`src/tlpm_pkg.sv`:
```
// ----------------------------------------------------------------------------
// tlpm_pkg: shared types and constants of the tank level phase monitor
// Holds the phase codes, the configuration register indexes, the queue item
// and configuration bundles, and the fixed field widths.
// ----------------------------------------------------------------------------
`default_nettype none

package tlpm_pkg;

    // Fixed field widths
    localparam int RAW_W     = 12;
    localparam int CFG_W     = 10;
    localparam int LEVEL_W   = 10;
    localparam int PHASE_W   = 3;
    localparam int PCT_W     = 17;
    localparam int ERR_W     = 8;
    localparam int CFG_IDX_W = 3;

    // Default block length and queue depth
    localparam int BLOCK_SAMPLES_DEF = 10;
    localparam int QUEUE_DEPTH_DEF   = 2;

    // Arithmetic constants
    localparam logic [LEVEL_W-1:0] LEVEL_MAX = 10'd999;
    localparam logic [6:0]         PCT_SCALE = 7'd100;
    localparam logic [ERR_W-1:0]   ERR_MAX   = 8'd255;
    localparam logic [ERR_W-1:0]   ERR_LIMIT = 8'd2;

    // Treatment phase codes
    typedef enum logic [PHASE_W-1:0] {
        PH_CIRC        = 3'd0,
        PH_AIR         = 3'd1,
        PH_ZONE        = 3'd2,
        PH_PUMP_OFF    = 3'd3,
        PH_MUD         = 3'd4,
        PH_MANUAL_CIRC = 3'd5,
        PH_OTHER       = 3'd6,
        PH_SET_DOWN    = 3'd7
    } phase_t;

    // Configuration register indexes
    typedef enum logic [CFG_IDX_W-1:0] {
        REG_CAL_OFFSET    = 3'd0,
        REG_O2_HEIGHT     = 3'd1,
        REG_CIRC_HEIGHT   = 3'd2,
        REG_MIN_PRESSURE  = 3'd3,
        REG_SENSOR_ENABLE = 3'd4
    } cfg_index_t;

    // Back-end sequencer states
    typedef enum logic [1:0] {
        BK_IDLE,
        BK_DIV,
        BK_OUT
    } back_state_t;

    // Configuration bundle
    typedef struct packed {
        logic [CFG_W-1:0] cal_offset;
        logic [CFG_W-1:0] o2_height;
        logic [CFG_W-1:0] circ_height;
        logic [CFG_W-1:0] min_pressure;
        logic             sensor_enable;
    } cfg_t;

    // Work item passed from front to back
    typedef struct packed {
        logic               is_clear;
        logic [LEVEL_W-1:0] level;
        phase_t             phase;
    } item_t;

endpackage

`default_nettype wire

```
`src/tlpm_front.sv`:
```
// ----------------------------------------------------------------------------
// tlpm_front: sample intake and block averaging
// Calibrates and clamps each sample, accumulates the block sum and, at the
// end of a block, turns the sum into a level and queues it for the back end.
// Clear items are queued as markers so the back end sees them in order.
// ----------------------------------------------------------------------------
`default_nettype none

module tlpm_front #(
    parameter int BLOCK_SAMPLES = tlpm_pkg::BLOCK_SAMPLES_DEF
) (
    input  wire logic                              aclk,
    input  wire logic                              aresetn,
    input  wire logic                              s_valid,
    output logic                                   s_ready,
    input  wire logic                              s_func,
    input  wire logic [tlpm_pkg::RAW_W-1:0]        s_raw,
    input  wire logic [tlpm_pkg::PHASE_W-1:0]      s_phase,
    input  wire logic [tlpm_pkg::CFG_W-1:0]        cal_offset,
    output logic                                   push_valid,
    input  wire logic                              push_ready,
    output tlpm_pkg::item_t                        push_item
);

    localparam int CFG_W_LOCAL = tlpm_pkg::CFG_W;
    localparam int CNT_W    = $clog2(BLOCK_SAMPLES + 1);
    localparam int SUM_W    = $clog2(BLOCK_SAMPLES * 999 + 1);
    localparam int DIV_SH   = $clog2(BLOCK_SAMPLES);
    localparam int SHIFT    = SUM_W + DIV_SH;
    localparam int RECIP_W  = SUM_W + 1;
    localparam int PROD_W   = SUM_W + RECIP_W;
    localparam int QUOT_W   = PROD_W - SHIFT;
    // ceil(2^SHIFT / BLOCK_SAMPLES): exact quotient for every sum below 2^SUM_W
    localparam longint RECIP_L = ((64'd1 << SHIFT) + BLOCK_SAMPLES - 1) / BLOCK_SAMPLES;
    localparam logic [RECIP_W-1:0] RECIP     = RECIP_W'(RECIP_L);
    localparam logic [CNT_W-1:0]   CNT_LAST  = CNT_W'(BLOCK_SAMPLES - 1);

    logic [CNT_W-1:0]          count_reg, count_next;
    logic [SUM_W-1:0]          sum_reg, sum_next;
    logic                      pend_reg, pend_next;
    tlpm_pkg::phase_t          phase_reg, phase_next;

    logic                      accept;
    logic [CFG_W_LOCAL-1:0]    shifted;
    logic [CFG_W_LOCAL:0]      diff;
    logic [CFG_W_LOCAL-1:0]    cal_val;
    logic [PROD_W-1:0]         prod;
    logic [QUOT_W-1:0]         quot;
    logic [tlpm_pkg::LEVEL_W-1:0] level;

    assign s_ready = !pend_reg && push_ready;
    assign accept  = s_valid && s_ready;

    // Calibrate: drop two bits, subtract offset, clamp to 0..999
    always_comb begin
        shifted = s_raw[tlpm_pkg::RAW_W-1:2];
        diff    = {1'b0, shifted} - {1'b0, cal_offset};
        if (diff[CFG_W_LOCAL]) begin
            cal_val = '0;
        end else if (diff[CFG_W_LOCAL-1:0] > tlpm_pkg::LEVEL_MAX) begin
            cal_val = tlpm_pkg::LEVEL_MAX;
        end else begin
            cal_val = diff[CFG_W_LOCAL-1:0];
        end
    end

    // Block average by reciprocal multiply
    always_comb begin
        prod = PROD_W'(sum_reg) * PROD_W'(RECIP);
        quot = prod[PROD_W-1:SHIFT];
        if (quot > QUOT_W'(tlpm_pkg::LEVEL_MAX)) begin
            level = tlpm_pkg::LEVEL_MAX;
        end else begin
            level = quot[tlpm_pkg::LEVEL_W-1:0];
        end
    end

    // Queue push: a clear marker on accept, or a finished block
    always_comb begin
        push_valid         = pend_reg || (accept && s_func);
        push_item.is_clear = !pend_reg;
        push_item.level    = level;
        push_item.phase    = phase_reg;
    end

    // Counter and accumulator update
    always_comb begin
        count_next = count_reg;
        sum_next   = sum_reg;
        pend_next  = pend_reg;
        phase_next = phase_reg;
        if (pend_reg) begin
            if (push_ready) begin
                pend_next = 1'b0;
                sum_next  = '0;
            end
        end else if (accept) begin
            if (s_func) begin
                count_next = '0;
                sum_next   = '0;
            end else begin
                sum_next = sum_reg + SUM_W'(cal_val);
                if (count_reg == CNT_LAST) begin
                    count_next = '0;
                    pend_next  = 1'b1;
                    phase_next = tlpm_pkg::phase_t'(s_phase);
                end else begin
                    count_next = count_reg + 1'b1;
                end
            end
        end
    end

    always_ff @(posedge aclk) begin
        if (!aresetn) begin
            count_reg <= '0;
            sum_reg   <= '0;
            pend_reg  <= 1'b0;
        end else begin
            count_reg <= count_next;
            sum_reg   <= sum_next;
            pend_reg  <= pend_next;
        end
        phase_reg <= phase_next;
    end

endmodule

`default_nettype wire

```
`src/tlpm_queue.sv`:
```
// ----------------------------------------------------------------------------
// tlpm_queue: short FIFO between front and back
// Holds level and clear-marker work items so intake and evaluation stall independently.
// ----------------------------------------------------------------------------
`default_nettype none

module tlpm_queue #(
    parameter int DEPTH = tlpm_pkg::QUEUE_DEPTH_DEF
) (
    input  wire logic               aclk,
    input  wire logic               aresetn,
    input  wire logic               push_valid,
    output logic                    push_ready,
    input  wire tlpm_pkg::item_t    push_item,
    output logic                    pop_valid,
    input  wire logic               pop_ready,
    output tlpm_pkg::item_t         pop_item
);

    localparam int PTR_W = (DEPTH > 1) ? $clog2(DEPTH) : 1;
    localparam int CNT_W = $clog2(DEPTH + 1);
    localparam logic [PTR_W-1:0] PTR_LAST = PTR_W'(DEPTH - 1);
    localparam logic [CNT_W-1:0] CNT_FULL = CNT_W'(DEPTH);

    tlpm_pkg::item_t   mem_reg [DEPTH];
    logic [PTR_W-1:0]  wr_ptr_reg, wr_ptr_next;
    logic [PTR_W-1:0]  rd_ptr_reg, rd_ptr_next;
    logic [CNT_W-1:0]  cnt_reg, cnt_next;
    logic              do_push, do_pop;

    assign push_ready = (cnt_reg != CNT_FULL);
    assign pop_valid  = (cnt_reg != '0);
    assign pop_item   = mem_reg[rd_ptr_reg];
    assign do_push    = push_valid && push_ready;
    assign do_pop     = pop_valid && pop_ready;

    // Pointer and fill count update
    always_comb begin
        wr_ptr_next = wr_ptr_reg;
        rd_ptr_next = rd_ptr_reg;
        cnt_next    = cnt_reg;
        if (do_push) begin
            wr_ptr_next = (wr_ptr_reg == PTR_LAST) ? '0 : wr_ptr_reg + 1'b1;
        end
        if (do_pop) begin
            rd_ptr_next = (rd_ptr_reg == PTR_LAST) ? '0 : rd_ptr_reg + 1'b1;
        end
        if (do_push && !do_pop) begin
            cnt_next = cnt_reg + 1'b1;
        end else if (do_pop && !do_push) begin
            cnt_next = cnt_reg - 1'b1;
        end
    end

    always_ff @(posedge aclk) begin
        if (!aresetn) begin
            wr_ptr_reg <= '0;
            rd_ptr_reg <= '0;
            cnt_reg    <= '0;
        end else begin
            wr_ptr_reg <= wr_ptr_next;
            rd_ptr_reg <= rd_ptr_next;
            cnt_reg    <= cnt_next;
        end
        if (do_push) begin
            mem_reg[wr_ptr_reg] <= push_item;
        end
    end

endmodule

`default_nettype wire

```
`src/tlpm_back.sv`:
```
// ----------------------------------------------------------------------------
// tlpm_back: phase decision and fill percent
// Takes one queued item at a time, picks the next phase, keeps the set-down
// error counter and runs a bit-serial restoring divide for the fill percent.
// ----------------------------------------------------------------------------
`default_nettype none

module tlpm_back (
    input  wire logic                           aclk,
    input  wire logic                           aresetn,
    input  wire tlpm_pkg::cfg_t                 cfg,
    input  wire logic                           pop_valid,
    output logic                                pop_ready,
    input  wire tlpm_pkg::item_t                pop_item,
    output logic                                m_valid,
    input  wire logic                           m_ready,
    output logic [tlpm_pkg::LEVEL_W-1:0]        m_level,
    output logic [tlpm_pkg::PHASE_W-1:0]        m_next_phase,
    output logic [tlpm_pkg::PCT_W-1:0]          m_fill_percent,
    output logic                                m_error_flag
);

    localparam int CFG_W  = tlpm_pkg::CFG_W;
    localparam int PCT_W  = tlpm_pkg::PCT_W;
    localparam int STEP_W = $clog2(PCT_W + 1);
    localparam logic [STEP_W-1:0] STEPS = STEP_W'(PCT_W);

    tlpm_pkg::back_state_t          state_reg, state_next;
    logic [tlpm_pkg::ERR_W-1:0]     err_reg, err_next;
    logic [tlpm_pkg::LEVEL_W-1:0]   level_reg, level_next;
    tlpm_pkg::phase_t               phase_reg, phase_next;
    logic [PCT_W-1:0]               num_reg, num_next;
    logic [CFG_W-1:0]               rem_reg, rem_next;
    logic [STEP_W-1:0]              step_reg, step_next;

    logic                           take, is_block, active, need_div;
    logic [CFG_W:0]                 o2_thr, circ_thr;
    logic                           ge_o2, ge_circ;
    logic [CFG_W-1:0]               above_min;
    logic [CFG_W:0]                 trial;
    logic                           trial_ge;
    logic                           div_last;

    // Threshold compares on the queued level
    always_comb begin
        o2_thr    = {1'b0, cfg.o2_height} + {1'b0, cfg.min_pressure};
        circ_thr  = {1'b0, cfg.circ_height} + {1'b0, cfg.min_pressure};
        ge_o2     = {1'b0, pop_item.level} >= o2_thr;
        ge_circ   = {1'b0, pop_item.level} >= circ_thr;
        above_min = pop_item.level - cfg.min_pressure;
        active    = cfg.sensor_enable && (pop_item.phase != tlpm_pkg::PH_PUMP_OFF)
                    && (pop_item.phase != tlpm_pkg::PH_MUD);
        need_div  = active && (cfg.o2_height != '0)
                    && (pop_item.level > cfg.min_pressure);
    end

    // One restoring divide step
    always_comb begin
        trial    = {rem_reg, num_reg[PCT_W-1]};
        trial_ge = trial >= {1'b0, cfg.o2_height};
        div_last = (step_reg == STEP_W'(1));
    end

    // Next state
    always_comb begin
        state_next = state_reg;
        unique case (state_reg)
            tlpm_pkg::BK_IDLE: begin
                if (pop_valid && !pop_item.is_clear) begin
                    state_next = need_div ? tlpm_pkg::BK_DIV : tlpm_pkg::BK_OUT;
                end
            end
            tlpm_pkg::BK_DIV: begin
                if (div_last) begin
                    state_next = tlpm_pkg::BK_OUT;
                end
            end
            tlpm_pkg::BK_OUT: begin
                if (m_ready) begin
                    state_next = tlpm_pkg::BK_IDLE;
                end
            end
            default: state_next = tlpm_pkg::BK_IDLE;
        endcase
    end

    // Handshake outputs
    always_comb begin
        pop_ready      = (state_reg == tlpm_pkg::BK_IDLE);
        m_valid        = (state_reg == tlpm_pkg::BK_OUT);
        m_level        = level_reg;
        m_next_phase   = phase_reg;
        m_fill_percent = num_reg;
        m_error_flag   = (err_reg >= tlpm_pkg::ERR_LIMIT);
    end

    assign take     = pop_valid && pop_ready;
    assign is_block = take && !pop_item.is_clear;

    // Datapath: decision on take, divide steps afterwards
    always_comb begin
        err_next   = err_reg;
        level_next = level_reg;
        phase_next = phase_reg;
        num_next   = num_reg;
        rem_next   = rem_reg;
        step_next  = step_reg;
        if (take && pop_item.is_clear) begin
            err_next = '0;
        end else if (is_block) begin
            level_next = pop_item.level;
            phase_next = pop_item.phase;
            rem_next   = '0;
            step_next  = STEPS;
            num_next   = need_div ? PCT_W'(above_min) * PCT_W'(tlpm_pkg::PCT_SCALE) : '0;
            if (active) begin
                unique case (pop_item.phase)
                    tlpm_pkg::PH_CIRC: begin
                        if (ge_o2) begin
                            phase_next = tlpm_pkg::PH_SET_DOWN;
                            if (err_reg != tlpm_pkg::ERR_MAX) begin
                                err_next = err_reg + 1'b1;
                            end
                        end else begin
                            err_next   = '0;
                            phase_next = ge_circ ? tlpm_pkg::PH_AIR : tlpm_pkg::PH_CIRC;
                        end
                    end
                    tlpm_pkg::PH_AIR: begin
                        phase_next = ge_o2 ? tlpm_pkg::PH_SET_DOWN : tlpm_pkg::PH_AIR;
                    end
                    tlpm_pkg::PH_ZONE: begin
                        if (ge_o2) begin
                            phase_next = tlpm_pkg::PH_SET_DOWN;
                        end else begin
                            phase_next = ge_circ ? tlpm_pkg::PH_AIR : tlpm_pkg::PH_CIRC;
                        end
                    end
                    default: phase_next = pop_item.phase;
                endcase
            end
        end else if (state_reg == tlpm_pkg::BK_DIV) begin
            rem_next  = trial_ge ? CFG_W'(trial - {1'b0, cfg.o2_height}) : trial[CFG_W-1:0];
            num_next  = {num_reg[PCT_W-2:0], trial_ge};
            step_next = step_reg - 1'b1;
        end
    end

    always_ff @(posedge aclk) begin
        if (!aresetn) begin
            state_reg <= tlpm_pkg::BK_IDLE;
            err_reg   <= '0;
        end else begin
            state_reg <= state_next;
            err_reg   <= err_next;
        end
        level_reg <= level_next;
        phase_reg <= phase_next;
        num_reg   <= num_next;
        rem_reg   <= rem_next;
        step_reg  <= step_next;
    end

endmodule

`default_nettype wire

```
`src/tank_level_phase_monitor.sv`:
```
// ----------------------------------------------------------------------------
// tank_level_phase_monitor: tank level averaging and treatment phase choice
// Averages blocks of calibrated pressure samples into a level, picks the
// next treatment phase and reports the fill percent relative to O2 height.
//
// Usage:
//   s_* carries one transaction per converter sample (tuser = clear flag).
//   Only the last sample of each block yields one m_* transaction; clear
//   transactions and the other samples yield none.
//   cfg_* writes the registers (index 0..4); cfg_ready is always high. The
//   user makes writes only while the block is idle; the block does not enforce it.
//   Throughput: samples are taken one per cycle while the queue has room,
//   pausing at each block end while the level is pushed. The evaluator
//   takes no new item until its result is taken, so once the queue fills
//   it paces the intake. After the last sample of a block is taken, its
//   level is pushed into the queue, taken into the evaluator and run
//   through 17 steps of the bit-serial percent divider before m_tvalid
//   rises; the divider is skipped when the sensor is inactive, the O2
//   height is zero or the level is not above the minimum pressure.
//   When m_tready is low the result holds; samples keep being taken until
//   the QUEUE_DEPTH-entry queue between intake and evaluator fills.
//   Reset clears registers, sample count, block sum and error counter.
// ----------------------------------------------------------------------------
`default_nettype none

module tank_level_phase_monitor #(
    parameter int BLOCK_SAMPLES = tlpm_pkg::BLOCK_SAMPLES_DEF,
    parameter int QUEUE_DEPTH   = tlpm_pkg::QUEUE_DEPTH_DEF
) (
    input  wire logic                              aclk,
    input  wire logic                              aresetn,
    // sample channel
    input  wire logic                              s_tvalid,
    output logic                                   s_tready,
    input  wire logic [15:0]                       s_tdata,  // raw_sample[11:0], phase[14:12]
    input  wire logic [0:0]                        s_tuser,  // func
    // result channel
    output logic                                   m_tvalid,
    input  wire logic                              m_tready,
    output logic [31:0]                            m_tdata,  // level[9:0], next_phase[12:10],
                                                             // fill_percent[29:13], error_flag[30]
    // register write channel
    input  wire logic                              cfg_valid,
    output logic                                   cfg_ready,
    input  wire logic [tlpm_pkg::CFG_IDX_W-1:0]    cfg_index,
    input  wire logic [tlpm_pkg::CFG_W-1:0]        cfg_data
);

    tlpm_pkg::cfg_t    cfg_reg, cfg_next;
    logic              push_valid, push_ready, pop_valid, pop_ready;
    tlpm_pkg::item_t   push_item, pop_item;
    logic [tlpm_pkg::LEVEL_W-1:0] out_level;
    logic [tlpm_pkg::PHASE_W-1:0] out_phase;
    logic [tlpm_pkg::PCT_W-1:0]   out_pct;
    logic                         out_err;

    // Register file
    assign cfg_ready = 1'b1;

    always_comb begin
        cfg_next = cfg_reg;
        if (cfg_valid) begin
            unique case (cfg_index)
                tlpm_pkg::REG_CAL_OFFSET:    cfg_next.cal_offset    = cfg_data;
                tlpm_pkg::REG_O2_HEIGHT:     cfg_next.o2_height     = cfg_data;
                tlpm_pkg::REG_CIRC_HEIGHT:   cfg_next.circ_height   = cfg_data;
                tlpm_pkg::REG_MIN_PRESSURE:  cfg_next.min_pressure  = cfg_data;
                tlpm_pkg::REG_SENSOR_ENABLE: cfg_next.sensor_enable = cfg_data[0];
                default:                     cfg_next = cfg_reg;
            endcase
        end
    end

    always_ff @(posedge aclk) begin
        if (!aresetn) begin
            cfg_reg <= '0;
        end else begin
            cfg_reg <= cfg_next;
        end
    end

    // Intake and block averaging
    tlpm_front #(
        .BLOCK_SAMPLES (BLOCK_SAMPLES)
    ) u_front (
        .aclk       (aclk),
        .aresetn    (aresetn),
        .s_valid    (s_tvalid),
        .s_ready    (s_tready),
        .s_func     (s_tuser[0]),
        .s_raw      (s_tdata[11:0]),
        .s_phase    (s_tdata[14:12]),
        .cal_offset (cfg_reg.cal_offset),
        .push_valid (push_valid),
        .push_ready (push_ready),
        .push_item  (push_item)
    );

    // Decoupling queue
    tlpm_queue #(
        .DEPTH (QUEUE_DEPTH)
    ) u_queue (
        .aclk       (aclk),
        .aresetn    (aresetn),
        .push_valid (push_valid),
        .push_ready (push_ready),
        .push_item  (push_item),
        .pop_valid  (pop_valid),
        .pop_ready  (pop_ready),
        .pop_item   (pop_item)
    );

    // Evaluation
    tlpm_back u_back (
        .aclk           (aclk),
        .aresetn        (aresetn),
        .cfg            (cfg_reg),
        .pop_valid      (pop_valid),
        .pop_ready      (pop_ready),
        .pop_item       (pop_item),
        .m_valid        (m_tvalid),
        .m_ready        (m_tready),
        .m_level        (out_level),
        .m_next_phase   (out_phase),
        .m_fill_percent (out_pct),
        .m_error_flag   (out_err)
    );

    assign m_tdata = {1'b0, out_err, out_pct, out_phase, out_level};

endmodule

`default_nettype wire
```
`config.mk`:
```
export PLATFORM = sky130hd
export DESIGN_NAME = tank_level_phase_monitor
export DESIGN_NICKNAME = d
export VERILOG_FILES = /design/src/tlpm_pkg.sv /design/src/tlpm_front.sv /design/src/tlpm_queue.sv /design/src/tlpm_back.sv /design/src/tank_level_phase_monitor.sv
export SDC_FILE = /design/constraint.sdc
export NUM_CORES = 1
export LEC_CHECK = 0
export BUFFER_PORTS_ARGS = -buffer_cell sky130_fd_sc_hd__buf_2
export CAP_MARGIN = 20
export CORE_MARGIN = 2
export CORE_UTILIZATION = 55
export CTS_CLUSTER_SIZE = 24
export DETAILED_ROUTE_END_ITERATION = 8
export PLACE_DENSITY = 0.76
export SLEW_MARGIN = 20
export SYNTH_ARGS = -nofsm -noshare
export SYNTH_HDL_FRONTEND = slang
export SYNTH_SLANG_ARGS = --single-unit
```
`constraint.sdc`:
```
create_clock -name aclk -period 12.85 [get_ports aclk]
set_input_delay 1.285 -clock aclk [delete_from_list [all_inputs] [get_ports aclk]]
set_output_delay 1.285 -clock aclk [all_outputs]
set_load 0.02 [all_outputs]
```
# ---- Word-level counts from Yosys, hierarchy flattened
# Memories as Yosys holds them, arrays and structs flattened. A register that Yosys moved wholly into a read port is not among the register bits.
# Cells that the tools add are included.
dict set report totals {
  register_bits 122
  ramBits 28
  inputBits 35
  output_inout_bits 35
  wordCells 146
  n_memories 1
}
# name depth word_bits rd rd_ports_with_merged_regs write_ports line_no
set memory_table {}
lappend memory_table {u_queue.mem_reg 2 14 1 1 1 tlpm_queue.sv:25} ;# tlpm_pkg::item_t mem_reg [DEPTH];
dict set report classes {
  n_addsub 13
  mul 2
  n_lt_le_gt_ge 7
  eq_ne 19
  mux 40
  bitwise_logic 4
  n_reduce_logical 41
}
# op n
set op_table {}
lappend op_table {{14-bit 2-to-1 mux} 4}
lappend op_table {{17-bit 2-to-1 mux} 3}
lappend op_table {{10-bit 2-to-1 mux} 5}
lappend op_table {{14-bit by 15-bit multiplier with 29-bit output, second input constant} 1}
lappend op_table {{10-bit by 10-bit adder with 11-bit output} 2}
lappend op_table {{10-bit by 11-bit >= comparator with 1-bit output} 2}
lappend op_table {{10-bit subtractor} 2}
lappend op_table {{2-bit AND reduction} 9}
lappend op_table {{8-bit 2-to-1 mux} 2}
lappend op_table {{10-bit by 5-bit multiplier with 15-bit output, second input constant} 1}
lappend op_table {{14-bit by 10-bit adder with 14-bit output} 1}
lappend op_table {{1-bit logical AND} 14}
lappend op_table {{1-bit 2-to-1 mux} 12}
lappend op_table {{2-bit 2-to-1 mux} 6}
lappend op_table {{11-bit by 10-bit >= comparator with 1-bit output} 1}
lappend op_table {{11-bit by 10-bit greater-than comparator with 1-bit output, second input constant} 1}
lappend op_table {{10-bit by 10-bit subtractor with 11-bit output} 1}
lappend op_table {{10-bit greater-than comparator} 1}
lappend op_table {{10-bit greater-than comparator, second input constant} 1}
lappend op_table {{10-bit nonzero test} 1}
lappend op_table {{3-bit by 2-bit == test with 1-bit output, second input constant} 3}
lappend op_table {{3-bit 2-to-1 mux} 3}
lappend op_table {{8-bit by 1-bit adder with 8-bit output, second input constant} 1}
lappend op_table {{8-bit by 2-bit >= comparator with 1-bit output, second input constant} 1}
lappend op_table {{29 further kinds} 48}

# ---- Logic depth before layout (Yosys ltp)
dict set report logic_depth {
  word_depth 10
  mapped_depth 24
  ltp_nobuf 24
}

# ---- Hierarchy
# From an unflattened synthesis, not the netlist that was laid out.
dict set report hier_totals {
  hier_cells 1442
  area_unflattened_um2 13859.5
}
# mod instances cells_each area_each_um2 seq_area_each_um2
set by_module_without_submodules {}
lappend by_module_without_submodules {tlpm_back 1 620 5652.9 1551.5}
lappend by_module_without_submodules {tlpm_front 1 602 5412.7 470.5}
lappend by_module_without_submodules {tank_level_phase_monitor 1 153 1547.7 820.8}
lappend by_module_without_submodules {tlpm_queue 1 67 1246.2 940.9}

# ---- Least setup slack after synthesis
# No wires, ideal clock.
dict set report synth_path {
  path_type {register -> register}
  from {register u_front.sum_reg[12]}
  to {memory u_queue.mem_reg[0][7] (netlist bit), data pin}
  setup_ps 258
  t_arrival_ps 5940
  t_required_ps 12592
  slack_ps 6651
  path_stages_with_launch 23
  n_path_buf 0
  synth_period_minus_slack_ps 6199
  cell_sequence {dfxtp_1 inv_1 ha_1 inv_1 fa_1 fa_1 inv_1 fa_1 inv_1 fa_1 inv_1 fa_1 inv_1 ha_1 a21oi_1 a21o_1 a21o_1 o311ai_1 a211o_1 a311o_1 xnor2_1 or4_4 and3_1}
}
# element line_no
set synth_rtl {}
lappend synth_rtl {{start: declaration} tlpm_front.sv:39} ;# logic [SUM_W-1:0] sum_reg, sum_next;
lappend synth_rtl {{start signal: assignment} tlpm_front.sv:121} ;# sum_reg <= sum_next;
lappend synth_rtl {{end: declaration} tlpm_queue.sv:25}

==> flow_metrics.env <==
export IMPL_outcome="finished, final reports clean"
export IMPL_max_freq_mhz=150
export IMPL_cp_common_cell="inv_1"
export IMPL_firstDrtPassIters=9
export IMPL_drc_errors=0
export IMPL_ir_drop_v=0.000138
export IMPL_antennaDiodeCount=0
export IMPL_synthToLayoutAreaGrowth_pct=9.83
export IMPL_crit_required_ns=13.03
export IMPL_synth_top_area_share_pct=20.7
export IMPL_tightest_slew_ns=0.925
export IMPL_synthMuxAreaShare_pct=1.97
export IMPL_drtAntennaViolNets=0
export IMPL_drt_iter0_drc=594
export IMPL_die_y_um=160
export IMPL_crit_buf_inv=6
export IMPL_row_count=57
export IMPL_synth_top_family_by_area="adder cells"
export IMPL_design_core_area_um2=24100
export IMPL_clock_skew_ns=0.0166
export IMPL_synth_compound_area_share_pct=14.4
export IMPL_initial_core_util_pct=55.5
export IMPL_fin_util_pct=61.0
export IMPL_clockBufferDepth=2
export IMPL_dpl_hpwl_mm=22.7
export IMPL_rsz0062_at_grt="false"
export IMPL_yosysTopAreaCell="ha_1"
export IMPL_intPower_mw=1.40
export IMPL_hold_buffers=0
export IMPL_post_route_min_period_ns=6.69
export IMPL_p_leak_nw=6.82
export IMPL_grt_pass1_wl_mm=46.9
export IMPL_pwr_share_seq_pct=24.5
export IMPL_largest_reg_flops=41
export IMPL_htree_levels=4
export IMPL_synthFlopType="edfxtp_1"
export IMPL_die_w_um=160
export IMPL_drive_gt1_share_pct=8.34
export IMPL_gp_congestion=0.886
export IMPL_synth_xor_area_share_pct=4.19
export IMPL_clk_pin_slew_ns=0.06
export IMPL_post_synth_top_count_cell="ha_1"
export IMPL_avgSynthCellArea_um2=9.39
export IMPL_fill_cells=2061
export IMPL_pwr_share_comb_pct=50.6
export IMPL_netlist_instances=1426
export IMPL_clock_latency_ns=0.43
export IMPL_period_share_pct=52.0
export IMPL_root_buffer="clkbuf_16"
export IMPL_gr_total_overflow=0
export IMPL_viasPerCell=5.54
export IMPL_netlist_top_cells_area="ha_1 21%, edfxtp_1 17%, dfxtp_1 11%"
export IMPL_track_usage_pct=22.5
export IMPL_cpPeakStageDelay_ns=0.59
export IMPL_setup_viol=0
export IMPL_fin_nets=1815
export IMPL_r2r_slack_ns=6.16
export IMPL_crit_path_cell_trace="inv_1 -> ha_1 -> inv_1 -> fa_1 -> fa_1 -> inv_1 -> fa_1 -> inv_1 -> fa_1 -> inv_1 -> fa_1 -> inv_1 -> ha_1 -> nand2_1 -> nor2_1 -> nand2_1 -> o311ai_1 -> a211o_1 -> a311o_1 -> xnor2_1 -> or4_4 -> and3_1"
export IMPL_cts_setup_buffers=0
export IMPL_synth_nets=1754
export IMPL_ys_seq_area_share_pct=28.3
export IMPL_grt_pass1_vias=9769
export IMPL_wl_mm=28.3
export IMPL_switching_share_pct=38.5
export IMPL_synth_area_um2=13400
export IMPL_avgRoutedWirePerCell_um=15.6
export IMPL_ys_warn_count=0
export IMPL_synth_edff_count=76
export IMPL_min_path_type="reg -> reg"
export IMPL_cap_viol_max_count=0
export IMPL_relSlewSlack_pct=37.8
export IMPL_clock_sinks=151
export IMPL_pwr_density_cell_nw_per_um2=154
export IMPL_cp_arrival_ns=6.87
export IMPL_cts_tree="done"
export IMPL_critPathKind="reg -> reg"
export IMPL_synth_fa_ha_area_share_pct=31.4
export IMPL_die_area_um2=25600
export IMPL_critPathTopFamily="adder cells"
export IMPL_critical_path_slowest_cell="o311ai_1"
export IMPL_worstPathMaxFanout=5
export IMPL_antenna_found_initial=0
export IMPL_cts_repair_resize_count=0
export IMPL_synthSimpleGateAreaFrac_pct=13.1
export IMPL_synth_cell_types=63
export IMPL_vias=10100
export IMPL_synth_seq_cells=151
export IMPL_cp_start_kind="flop"
export IMPL_grt_max_degree=76
export IMPL_yosys_top_cells_count="222 x ha_1, 205 x inv_1, 143 x nand2_1"
export IMPL_fin_tns_setup_ns=0
export IMPL_async_reset_ff_share_pct=0
export IMPL_io_pins=70
export IMPL_slew_violations=0
export IMPL_power_switching_uw=874
export IMPL_hold_viol=0
export IMPL_end_kind="flop"
export IMPL_cts_buffers=17
export IMPL_port_buffer_count=64
export IMPL_power_frac_clock_pct=24.9
-- final cells by class --
| class | count | area [µm²] | area share (%) |
|---|---|---|---|
| clock buffers | 18 | 429 | 2.92 |
| clock inverters | 13 | 228 | 1.55 |
| flip-flops and latches | 151 | 3780 | 25.7 |
| repair buffers | 70 | 365 | 2.48 |
| multi-input cells | 1042 | 8730 | 59.3 |
| well taps | 324 | 405 | 2.76 |
| inverters | 205 | 769 | 5.23 |
-- placed cells by master (no fill, tap or decap), types with 17 or more instances in the layout --
cell       instances
ha_1             222
inv_1            205
nand2_1          143
edfxtp_1          76
dfxtp_1           75
nor2_1            72
a21oi_1           71
fa_1              71
buf_2             64
a21boi_0          52
o21ai_0           48
xnor2_1           44
nand3_1           28
a21o_1            28
nor2b_1           27
xor2_1            20
clkbuf_16         17
-- power by group through the flow --
stage,Combinational (mW),Clock (mW),Sequential [mW]
final,1.15,0.564,0.556
after CTS,1.15,0.568,0.557
after floorplan,0.912,0,0.551
after detailed placement,1.13,0,0.566
after global routing,1.33,0.588,0.560
after global placement,1.09,0,0.565
-- kinds of logic after synthesis --
logic type / count (synthesis)
muxes: 25
other: 2
AOI/OAI and AO/OA: 290
and+or+nand+nor: 368
xor gates and xnor gates: 64
DFF: 151
adders and majority gates: 293
buffers and inverters: 233
-- worst paths after layout --
path,to,from,cells past startpoint
worst max register to register,u_queue.mem_reg[1][7],u_front.sum_reg[12],22
worst min-delay path,u_queue.mem_reg[0][2],u_front.phase_reg[2],0
worst min register to register,u_queue.mem_reg[0][2],u_front.phase_reg[2],0
worst max-delay path,u_queue.mem_reg[1][7],u_front.sum_reg[12],22
-- through the flow --
step | std cells | hold WS (ns) | instance area [µm²] | total power [mW] | setup slack (ns)
2_1_floorplan | 1426 | 0.421 | 13400 | 1.46 | 6.65
3_3_place_gp | 1790 | 0.426 | 14000 | 1.66 | 6.24
3_5_place_dp | 1790 | 0.443 | 14000 | 1.69 | 6.17
4_1_cts | 1821 | 0.457 | 14700 | 2.27 | 6.18
5_1_grt | 1823 | 0.467 | 14700 | 2.48 | 5.89
6_report | 1823 | 0.448 | 14700 | 2.27 | 6.16
-- per-layer routing --
metal / global-route usage (%) / routed length [µm] / up-vias
met4: 8.15 / 813 / 0
met1: 30.7 / 13300 / 4794
met2: 36.3 / 12900 / 226
met3: 3.64 / 1240 / 46
met5: 0 / 0 / -
li1: - / - / 5039
Power figures use the tool's default switching activity.
